**config.mk**
```make
export PLATFORM = sky130hd
export DESIGN_NAME = trial_division_prime_sieve_core
export DESIGN_NICKNAME = d
export VERILOG_FILES = /design/src/design/tdps_pkg.sv /design/src/design/trial_division_prime_sieve_core.sv /design/src/design/tdps_ram.sv /design/src/design/tdps_rem.sv
export VERILOG_INCLUDE_DIRS = /design/src /design/src/design
export SDC_FILE = /design/constraint.sdc
export NUM_CORES = 1
export LEC_CHECK = 0
export ABC_CLOCK_PERIOD_IN_PS = 6800
export BUFFER_PORTS_ARGS = -buffer_cell sky130_fd_sc_hd__buf_2
export CORE_UTILIZATION = 45
export CTS_BUF_LIST = sky130_fd_sc_hd__clkbuf_4 sky130_fd_sc_hd__clkbuf_8
export DETAILED_ROUTE_END_ITERATION = 16
export MAX_ROUTING_LAYER = met4
export SKIP_LAST_GASP = 1
export SLEW_MARGIN = 20
export SYNTH_ARGS = -nofsm -noshare
export SYNTH_HDL_FRONTEND = slang
export SYNTH_SLANG_ARGS = --single-unit
```
**constraint.sdc**
```tcl
create_clock -name clk -period 6.8 [get_ports clk]
set_input_delay 0.68 -clock clk [delete_from_list [all_inputs] [get_ports clk]]
set_output_delay 0.68 -clock clk [all_outputs]
set_load 0.02 [all_outputs]
```
**src/design/trial_division_prime_sieve_core_macros.svh**
```systemverilog
// Assertion macros used by the prime sieve core.
`ifndef TRIAL_DIVISION_PRIME_SIEVE_CORE_MACROS_SVH
`define TRIAL_DIVISION_PRIME_SIEVE_CORE_MACROS_SVH

// Same-cycle implication, checked on every rising edge outside reset.
`define TDPS_ASSERT_NOW(label, ante, cons, msg) \
  label: assert property (@(posedge clk) disable iff (!rst_n) (ante) |-> (cons)) \
    else $error(msg);

// Next-cycle implication, checked on every rising edge outside reset.
`define TDPS_ASSERT_NEXT(label, ante, cons, msg) \
  label: assert property (@(posedge clk) disable iff (!rst_n) (ante) |=> (cons)) \
    else $error(msg);

`endif

```
**src/design/tdps_pkg.sv**
```systemverilog
// Shared constants, types and helper functions of the prime sieve.
package tdps_pkg;

  // Table depth and arithmetic width.
  localparam int MAX_PRIMES = 64;
  localparam int VALUE_BITS = 16;

  // Width of the candidate and prime fields on the ports.
  localparam int FIELD_BITS = 16;

  // Table index, table count and bit-step counter widths.
  localparam int IDX_W  = (MAX_PRIMES > 1) ? $clog2(MAX_PRIMES) : 1;
  localparam int CNT_W  = $clog2(MAX_PRIMES + 1);
  localparam int STEP_W = $clog2(VALUE_BITS + 1);

  // Entry zero of the table always holds the first prime.
  localparam logic [VALUE_BITS-1:0] FIRST_PRIME = VALUE_BITS'(2);

  // Status of the remainder unit as seen by the sequencer.
  typedef struct packed {
    logic busy;
    logic done;
    logic zero;
  } rem_status_t;

  // Port field to internal value: keeps the low VALUE_BITS bits.
  function automatic logic [VALUE_BITS-1:0] to_value(input logic [FIELD_BITS-1:0] x);
    logic [VALUE_BITS-1:0] v;
    v = '0;
    for (int i = 0; i < VALUE_BITS; i++) begin
      if (i < FIELD_BITS) begin
        v[i] = x[i];
      end
    end
    return v;
  endfunction

  // Internal value to port field: zero-extends or truncates.
  function automatic logic [FIELD_BITS-1:0] to_field(input logic [VALUE_BITS-1:0] v);
    logic [FIELD_BITS-1:0] x;
    x = '0;
    for (int i = 0; i < FIELD_BITS; i++) begin
      if (i < VALUE_BITS) begin
        x[i] = v[i];
      end
    end
    return x;
  endfunction

endpackage

```
**src/design/trial_division_prime_sieve_core.sv**
```systemverilog
// Trial-division prime sieve: the sequencer, prime table and result register.
//
// Each candidate request is divided in turn by every prime in the table, in
// table order, using a bit-serial remainder unit that consumes one dividend bit
// per cycle. Every stored prime tried takes a table read, a load of the
// remainder unit, VALUE_BITS shift steps and a check of the remainder, so the
// time for a candidate grows with the number of primes tried before one
// divides it or the table is exhausted; the default configuration has 64
// entries of 16 bits. A divisible candidate produces no result; a survivor
// is appended to the table and emitted, or emitted with table_overflow set
// once the table is full. The result register lets the next candidate be
// taken while a prime still waits on the output. No clearing pass is needed
// after reset: entry zero always reads as 2 and only entries below the prime
// count are ever read.
module trial_division_prime_sieve_core (
  input  logic        clk,
  input  logic        rst_n,
  input  logic        in_valid,
  output logic        in_ready,
  input  logic [15:0] in_candidate,
  output logic        out_valid,
  input  logic        out_ready,
  output logic [15:0] out_found_prime,
  output logic        out_table_overflow
);

  `include "trial_division_prime_sieve_core_macros.svh"

  localparam int VB = tdps_pkg::VALUE_BITS;

  typedef enum logic [4:0] {
    ST_IDLE  = 5'b00001,
    ST_FETCH = 5'b00010,
    ST_START = 5'b00100,
    ST_DIV   = 5'b01000,
    ST_EMIT  = 5'b10000
  } state_t;

  state_t                         state_r, state_nxt;
  logic [VB-1:0]                  cand_r, cand_nxt;
  logic [tdps_pkg::CNT_W-1:0]     idx_r, idx_nxt;
  logic [tdps_pkg::CNT_W-1:0]     prime_count_r, prime_count_nxt;
  logic                           out_valid_r, out_valid_nxt;
  logic [15:0]                    out_prime_r, out_prime_nxt;
  logic                           out_ovf_r, out_ovf_nxt;

  logic                           accept;
  logic                           load_out;
  logic                           table_full;
  logic [tdps_pkg::CNT_W-1:0]     idx_inc;
  logic [VB-1:0]                  ram_rdata;
  logic [VB-1:0]                  divisor;
  logic                           rem_start;
  tdps_pkg::rem_status_t          rem_st;

  assign in_ready   = (state_r == ST_IDLE);
  assign accept     = in_valid && in_ready;
  assign table_full = (prime_count_r == tdps_pkg::CNT_W'(tdps_pkg::MAX_PRIMES));
  assign idx_inc    = idx_r + tdps_pkg::CNT_W'(1);
  assign load_out   = (state_r == ST_EMIT) && (!out_valid_r || out_ready);
  assign rem_start  = (state_r == ST_START);

  // Entry zero is the fixed prime 2; the RAM is never written there.
  assign divisor = (idx_r == '0) ? tdps_pkg::FIRST_PRIME : ram_rdata;

  // Prime table storage.
  tdps_ram #(
    .WIDTH (VB),
    .DEPTH (tdps_pkg::MAX_PRIMES)
  ) u_table (
    .clk     (clk),
    .wr_en   (load_out && !table_full),
    .wr_addr (prime_count_r[tdps_pkg::IDX_W-1:0]),
    .wr_data (cand_r),
    .rd_addr (idx_r[tdps_pkg::IDX_W-1:0]),
    .rd_data (ram_rdata)
  );

  // Shared remainder unit.
  tdps_rem u_rem (
    .clk      (clk),
    .rst_n    (rst_n),
    .start    (rem_start),
    .dividend (cand_r),
    .divisor  (divisor),
    .status   (rem_st)
  );

  // Sequencer: walk the table, one stored prime per remainder pass.
  always_comb begin
    state_nxt       = state_r;
    cand_nxt        = cand_r;
    idx_nxt         = idx_r;
    prime_count_nxt = prime_count_r;
    case (state_r)
      ST_IDLE: begin
        if (accept) begin
          cand_nxt  = tdps_pkg::to_value(in_candidate);
          idx_nxt   = '0;
          state_nxt = ST_FETCH;
        end
      end
      ST_FETCH: state_nxt = ST_START;
      ST_START: state_nxt = ST_DIV;
      ST_DIV: begin
        if (rem_st.done) begin
          if (rem_st.zero) begin
            state_nxt = ST_IDLE;
          end else if (idx_inc == prime_count_r) begin
            state_nxt = ST_EMIT;
          end else begin
            idx_nxt   = idx_inc;
            state_nxt = ST_FETCH;
          end
        end
      end
      ST_EMIT: begin
        if (load_out) begin
          if (!table_full) begin
            prime_count_nxt = prime_count_r + tdps_pkg::CNT_W'(1);
          end
          state_nxt = ST_IDLE;
        end
      end
      default: state_nxt = ST_IDLE;
    endcase
  end

  // Result register: holds one prime until it is taken.
  always_comb begin
    out_valid_nxt = out_valid_r;
    out_prime_nxt = out_prime_r;
    out_ovf_nxt   = out_ovf_r;
    if (load_out) begin
      out_valid_nxt = 1'b1;
      out_prime_nxt = tdps_pkg::to_field(cand_r);
      out_ovf_nxt   = table_full;
    end else if (out_ready) begin
      out_valid_nxt = 1'b0;
    end
  end

  always_ff @(posedge clk) begin
    if (!rst_n) begin
      state_r       <= ST_IDLE;
      prime_count_r <= tdps_pkg::CNT_W'(1);
      out_valid_r   <= 1'b0;
    end else begin
      state_r       <= state_nxt;
      prime_count_r <= prime_count_nxt;
      out_valid_r   <= out_valid_nxt;
    end
    cand_r      <= cand_nxt;
    idx_r       <= idx_nxt;
    out_prime_r <= out_prime_nxt;
    out_ovf_r   <= out_ovf_nxt;
  end

  assign out_valid          = out_valid_r;
  assign out_found_prime    = out_prime_r;
  assign out_table_overflow = out_ovf_r;

  // Consistency checks on the sequencer, table count and result register.
  `TDPS_ASSERT_NOW(a_count_range, 1'b1, (prime_count_r != '0) && (prime_count_r <= tdps_pkg::CNT_W'(tdps_pkg::MAX_PRIMES)), "prime count out of range")
  `TDPS_ASSERT_NOW(a_done_in_div, rem_st.done, state_r == ST_DIV, "remainder finished outside a division pass")
  `TDPS_ASSERT_NOW(a_idle_unit_free, in_ready, !rem_st.busy, "request taken while remainder unit busy")
  `TDPS_ASSERT_NEXT(a_overflow_full, load_out && table_full, out_table_overflow && (prime_count_r == tdps_pkg::CNT_W'(tdps_pkg::MAX_PRIMES)), "overflow result without a full table")

endmodule

```
**src/design/tdps_ram.sv**
```systemverilog
// Generic single-port-write, single-port-read RAM with registered read data.
module tdps_ram #(
  parameter int WIDTH = 16,
  parameter int DEPTH = 64
) (
  input  logic                                      clk,
  input  logic                                      wr_en,
  input  logic [((DEPTH > 1) ? $clog2(DEPTH) : 1)-1:0] wr_addr,
  input  logic [WIDTH-1:0]                          wr_data,
  input  logic [((DEPTH > 1) ? $clog2(DEPTH) : 1)-1:0] rd_addr,
  output logic [WIDTH-1:0]                          rd_data
);

  logic [WIDTH-1:0] mem [DEPTH];
  logic [WIDTH-1:0] rd_data_r;

  // Write port and registered read port.
  always_ff @(posedge clk) begin
    if (wr_en) begin
      mem[wr_addr] <= wr_data;
    end
    rd_data_r <= mem[rd_addr];
  end

  assign rd_data = rd_data_r;

endmodule

```
**src/design/tdps_rem.sv**
```systemverilog
// Bit-serial restoring remainder unit: one dividend bit per cycle.
module tdps_rem (
  input  logic                            clk,
  input  logic                            rst_n,
  input  logic                            start,
  input  logic [tdps_pkg::VALUE_BITS-1:0] dividend,
  input  logic [tdps_pkg::VALUE_BITS-1:0] divisor,
  output tdps_pkg::rem_status_t           status
);

  localparam int VB = tdps_pkg::VALUE_BITS;

  logic [VB-1:0]                   shift_r, shift_nxt;
  logic [VB:0]                     rem_r, rem_nxt;
  logic [VB-1:0]                   div_r, div_nxt;
  logic [tdps_pkg::STEP_W-1:0]     steps_r, steps_nxt;
  logic                            run_r, run_nxt;
  logic                            done_r, done_nxt;
  logic [VB:0]                     trial;
  logic [VB:0]                     diff;

  // One restoring step: bring in the next dividend bit, subtract if it fits.
  assign trial = {rem_r[VB-1:0], shift_r[VB-1]};
  assign diff  = trial - {1'b0, div_r};

  always_comb begin
    shift_nxt = shift_r;
    rem_nxt   = rem_r;
    div_nxt   = div_r;
    steps_nxt = steps_r;
    run_nxt   = run_r;
    done_nxt  = 1'b0;
    if (start) begin
      shift_nxt = dividend;
      rem_nxt   = '0;
      div_nxt   = divisor;
      steps_nxt = tdps_pkg::STEP_W'(VB);
      run_nxt   = 1'b1;
    end else if (run_r) begin
      shift_nxt = {shift_r[VB-2:0], 1'b0};
      rem_nxt   = (trial >= {1'b0, div_r}) ? diff : trial;
      steps_nxt = steps_r - tdps_pkg::STEP_W'(1);
      if (steps_r == tdps_pkg::STEP_W'(1)) begin
        run_nxt  = 1'b0;
        done_nxt = 1'b1;
      end
    end
  end

  // Control state is reset; the datapath is not.
  always_ff @(posedge clk) begin
    if (!rst_n) begin
      run_r  <= 1'b0;
      done_r <= 1'b0;
    end else begin
      run_r  <= run_nxt;
      done_r <= done_nxt;
    end
    shift_r <= shift_nxt;
    rem_r   <= rem_nxt;
    div_r   <= div_nxt;
    steps_r <= steps_nxt;
  end

  assign status.busy = run_r;
  assign status.done = done_r;
  assign status.zero = (rem_r == '0);

endmodule

```
; Yosys cells after proc, flatten, opt, wreduce, memory -nomap -nowiden
; Memories as Yosys holds them, arrays and structs flattened. A register that Yosys moved wholly into a read port is not among the register bits.
; Index checks and enable logic that the tools add are counted.
[classes]
addsub = 4
order_cmp = 1
n_eq_ne = 13
mux = 22
bitwise = 3
n_reduce_logical = 16
[ops]
columns = op, count
row1 = 16-bit two-way mux, 2
row2 = 7-bit two-way mux, 4
row3 = 5-bit two-way mux, 5
row4 = 5-bit case mux with 5 select lines, 1
row5 = 17-bit by 16-bit >= comparator with 1-bit output, 1
row6 = 17-bit zero test, 1
row7 = 17-bit two-way mux, 1
row8 = 17-bit by 16-bit subtractor with 17-bit output, 1
row9 = 7-bit by 1-bit adder with 7-bit output (second input constant), 2
row10 = 7-bit case mux with 2 select lines, 1
row11 = 5-bit by 1-bit == test with 1-bit output (second input constant), 2
row12 = 1-bit two-way mux, 8
row13 = 7-bit == test, 1
row14 = 7-bit == test (second input constant), 1
row15 = 7-bit zero test, 1
row16 = 2-bit != test (second input constant), 3
row17 = 3-bit AND reduction, 2
row18 = 2-bit nonzero test, 3
row19 = 5-bit by 2-bit == test with 1-bit output (second input constant), 1
row20 = 5-bit by 3-bit == test with 1-bit output (second input constant), 1
row21 = 5-bit by 4-bit == test with 1-bit output (second input constant), 1
row22 = 5-bit == test (second input constant), 1
row23 = 5-bit AND reduction, 1
row24 = 5-bit by 1-bit subtractor with 5-bit output (second input constant), 1
row25 = 7 further kinds, 13
[totals]
ff_bits = 109
ramBits = 1024
inputBits = 20
output_inout_bits = 19
word_cells = 73
mem_count = 1
[memory_table]
columns = name, words, width, read_ports, rd_ports_with_merged_regs, write_ports, line
row1 = u_table.mem, 64, 16, 1, 1, 1, tdps_ram.sv:14  ; logic [WIDTH-1:0] mem [DEPTH];

; Longest topological paths before layout
[depth]
ltp_word = 6
ltp_mapped = 12
depth_no_buf = 11

; Cells and area by module
; From an unflattened synthesis, not the netlist that was laid out.
[unflattened]
hier_cells = 2317
area_unflattened_um2 = 45502.4
[by_module_without_submodules]
columns = mod, instances, cells_each, area_per_inst_um2, seq_area_each_um2
row1 = tdps_ram, 1, 1829, 40042.2, 31069.8
row2 = tdps_rem, 1, 306, 3166.8, 1441.4
row3 = trial_division_prime_sieve_core, 1, 182, 2293.4, 1461.4

; Worst setup path before layout
; No wires, ideal clock.
[synth_timing]
kind = register -> register
from = reg state_r[0]
to = mem u_table.mem[60][0] (enable)
setup_time_ns = 0.389
arrival_ns = 2.657
t_required_ns = 6.411
setup_slack_ns = 3.754
path_stages_with_launch = 9
path_buffers = 1
period_less_slack_ns = 3.046
cell_sequence = dfxtp_1 > or3_1 > nor3b_2 > nand2b_1 > inv_1 > and2_1 > buf_2 > nand2_1 > nor2_1
[synth_via]
elab_chain_len = 5
[synth_lines]
columns = element, line
row1 = from (decl), trial_division_prime_sieve_core.sv:39  ; state_t state_r, state_nxt;
row2 = from (signal assigned), trial_division_prime_sieve_core.sv:149  ; state_r <= state_nxt;
row3 = 5-bit == test, trial_division_prime_sieve_core.sv:60  ; assign load_out = (state_r == ST_EMIT) && (!out_valid_r || out_ready);
row4 = 1-bit logical AND, trial_division_prime_sieve_core.sv:60
row5 = via load_out, trial_division_prime_sieve_core.sv:48  ; logic load_out;
row6 = 1-bit logical AND, trial_division_prime_sieve_core.sv:72  ; .wr_en (load_out && !table_full),
row7 = 1-bit two-way mux, tdps_ram.sv:19  ; if (wr_en) begin
row8 = 1-bit two-way mux (implied by the code), tdps_ram.sv:20  ; mem[wr_addr] <= wr_data;
row9 = to (decl), tdps_ram.sv:14
; The timed path passes the listed nets, and every way through them passes these cells.

; Worst setup path in the final report
[layout_timing]
from = reg state_r[0]
to = mem u_table.mem[62][13] (enable)
; Same word-level chain as after synthesis.

==> results by group <==
Clock tree
  • Root Buffer Master: clkbuf_8
  • Skew-Pair Late Insertion Delay: 0.83 ns
  • CTS resizes: 0
  • CTS H-tree lvls: 4
  • Clock buffer count from CTS: 181
  • Clock transition at path regs: 0.07 ns
  • CTS tree: done
  • Sink Count: 1,149
  • Clock Path Buffers: 3

Run
  • Max cap viols: 0

Layout
  • Register area: 0.0340 mm2
  • Nets: 2,411
  • Area grow syn2layout: 13.3%
  • Area of the multi-input gates: 0.0101 mm2
  • Final core occ: 0.515
  • Fill cells: 7,720
  • Final Cell Area: 0.0506 mm2
  • Fraction of layout cells with a size suffix above 1: 0.296

Logic synthesis
  • Top cells by area, synth: edfxtp_1 (74%), mux4_2 (16%), dfxtp_1 (2.4%)
  • Share of the synthesized area in the top cell type: 0.737
  • Cell area after synthesis: 0.0446 mm2
  • Post-synth cell types: 53
  • Register area share after synthesis: 0.761
  • #FFs+latches synth: 1,149
  • Post-synth top flop: edfxtp_1
  • Cell accounting for the most synthesized area: edfxtp_1
  • Syn nets: 2,178
  • Top-count cell post-synth: edfxtp_1
  • Post-synth EDFFs: 1,096
  • Top cells by count, synth: edfxtp_1 (1,096), mux4_2 (309), nor2_1 (123)
  • Async SR Flop Fraction: 0
  • Syn. warnings: 0
  • Syn_area_per_cell: 20.9 um2
  • Cell count after synthesis: 2,135

Floorplanning
  • Initial Util: 0.454
  • DIE WIDTH: 317 um
  • Num ports: 39
  • Die H: 317 um
  • # rows: 115
  • Core Footprint: 0.0983 mm2
  • Die Footprint: 0.100 mm2

Setup path
  • Maximum net fanout on the critical path: 18
  • R2R setup slack: 2.88 ns
  • Startpoint types: flop
  • Crit path kind: reg2reg
  • Critical Path End Type: flop
  • Crit path DAT: 4.43 ns
  • Req. time, crit path: 7.31 ns

Placement
  • Post-DP HPWL: 58.8 mm
  • IO buf count: 38
  • Post-Place Cell Area: 0.0468 mm2
  • Gpl congestion: 0.810

Timing
  • FMAX: 255 MHz
  • Tcrit/Tclk final: 0.576
  • Clk_skew: 0.0400 ns
  • Worst Tran Pin Value: 1.12 ns
  • RSZ-0062 raised after global routing: no
  • Final min period: 3.92 ns
  • Setup tns final: 0 ns
  • WHS: 0.114 ns
  • Relative slew slack: 0.256
  • Setup Viol. Count Final: 0
  • Max Slew Vio Count: 0
  • Final Hold Vio Count: 0

Global route
  • GR peak layer: met2
  • Met3 GRT Util: 0.0373
  • GR Overflow Total: 0
  • GRT Overall Usage: 0.215
  • GR Util met2: 0.330
  • First-pass GRT wire length: 151 mm
  • Initial antenna violation count: 3
  • Largest net degree at the start of global routing: 107
  • Vias in the first global route: 22.4k
  • Grt met1 use: 0.297

Power and ir drop
  • Peak supply drop: 0.217 mV
  • Pwr dens: 341 mW/mm2
  • P_leak: 16.3 nW

Detailed routing
  • DR vias: 21.8k
  • DRC viols: 0
  • Total detailed-routing wirelength: 102 mm
  • Initial DRC count: 2,096
  • Final antenna-violating net count: 0
  • Drt first pass iters: 5
  • Detail-routed net length per standard cell: 26.9 um
  • Drt via density: 5.74

Hold path
  • Hold Crit Class: in2reg

Outcome
  • Status: finished, final reports clean
[metal layers]
layer  vias to the layer above  routed length [um]
met4                         0                2300
met3                       121                6050
met2                       769               49400
li1                       9272                   -
met5                         -                   0
met1                     11700               44500
[final timing paths]
check	from	to	cells past startpoint
max reg2reg	state_r[0]$_SDFFE_PN1P_	u_table.mem[62][13]$_DFFE_PP_	8
min reg2reg	cand_r[5]$_DFFE_PP_	out_found_prime[5]$_DFFE_PP_	0
max	state_r[0]$_SDFFE_PN1P_	u_table.mem[62][13]$_DFFE_PP_	8
min	rst_n	prime_count_r[0]$_SDFFE_PN1P_	2
[registers in the layout, summed over array words and instances (netlist names), 5 cells and up]
name and flops:
cand_r 16, out_found_prime 16, state_r 5, u_rem.steps_r 5
u_table.rd_data 16, idx_r 7, u_rem.div_r 16, u_table.mem 1024
u_rem.shift_r 16, u_rem.rem_r 17, prime_count_r 7
[cells in the final DEF, fill, tap and decap left out, drive strengths merged, types with 17 or more instances in the layout]
cell / Yosys / layout
a211oi: 17 / 17
xor2: 19 / 19
o22ai: 23 / 23
buf: 52 / 138
o21ai: 26 / 26
mux4: 309 / 309
and2: 18 / 18
clkbuf: 52 / 258
nor2: 123 / 123
dfxtp: 53 / 53
edfxtp: 1096 / 1096
nand2: 105 / 105
ha: 22 / 22
nor2b: 21 / 21
clkinv: 1 / 57
a21oi: 22 / 22
inv: 31 / 35
[final cells by class]
type                            count  area share
Inverter                           32     0.00237
Clock buffer                      258      0.0620
Tap cell                         1287      0.0318
Multi-Input combinational cell    850       0.199
Clock inverter                     70     0.00920
Antenna cell                        2   0.0000989
Timing Repair Buffer              154      0.0234
Sequential cell                  1149       0.672
[repair_timing]
item	in CTS	in global routing
hold endpoints to repair	16	0
buffers inserted	0	0
hold buffers	16	0
[cell families (layout without fill, tap and decap cells)]
group,count (synthesis),after routing,synth area share
other,0,2,0
adders and majority gates,23,23,0.00661
buffers and inverters,136,514,0.0134
DFF,1149,1149,0.761
xor gates and xnor gates,32,32,0.00628
AOI/OAI and AO/OA,137,137,0.0197
and+or+nand+nor,337,337,0.0346
muxes,321,321,0.159
[through the flow]
| stage | power, W | instances | setup slack, ns |
|---|---|---|---|
| final | 0.0172 | 3802 | 2.88 |
| after global routing | 0.0179 | 3802 | 2.61 |
| after CTS | 0.0174 | 3799 | 2.89 |
| after detailed placement | 0.0116 | 3455 | 2.92 |
| after global placement | 0.0116 | 3455 | 3.02 |
| after floorplan | 0.0105 | 2135 | 3.75 |
[power by group]
group | internal (W) | switching, W | total (W) | leakage [nW]
Clock | 0.00316 | 0.00262 | 0.00578 | 1.91
Sequential | 0.00826 | 0.000118 | 0.00837 | 10.3
Combinational | 0.00122 | 0.00187 | 0.00309 | 4.05
[critical path: stages (launching register included)]
cell	delay, ns
dfxtp_1	0.35
or3_1	0.43
nor3b_2	0.24
nand2b_1	0.16
inv_1	0.65
and2_1	0.41
nand2_1	0.50
nor2_1	0.55
buf_4	0.30
No activity file was read; power rests on OpenSTA's default activity.
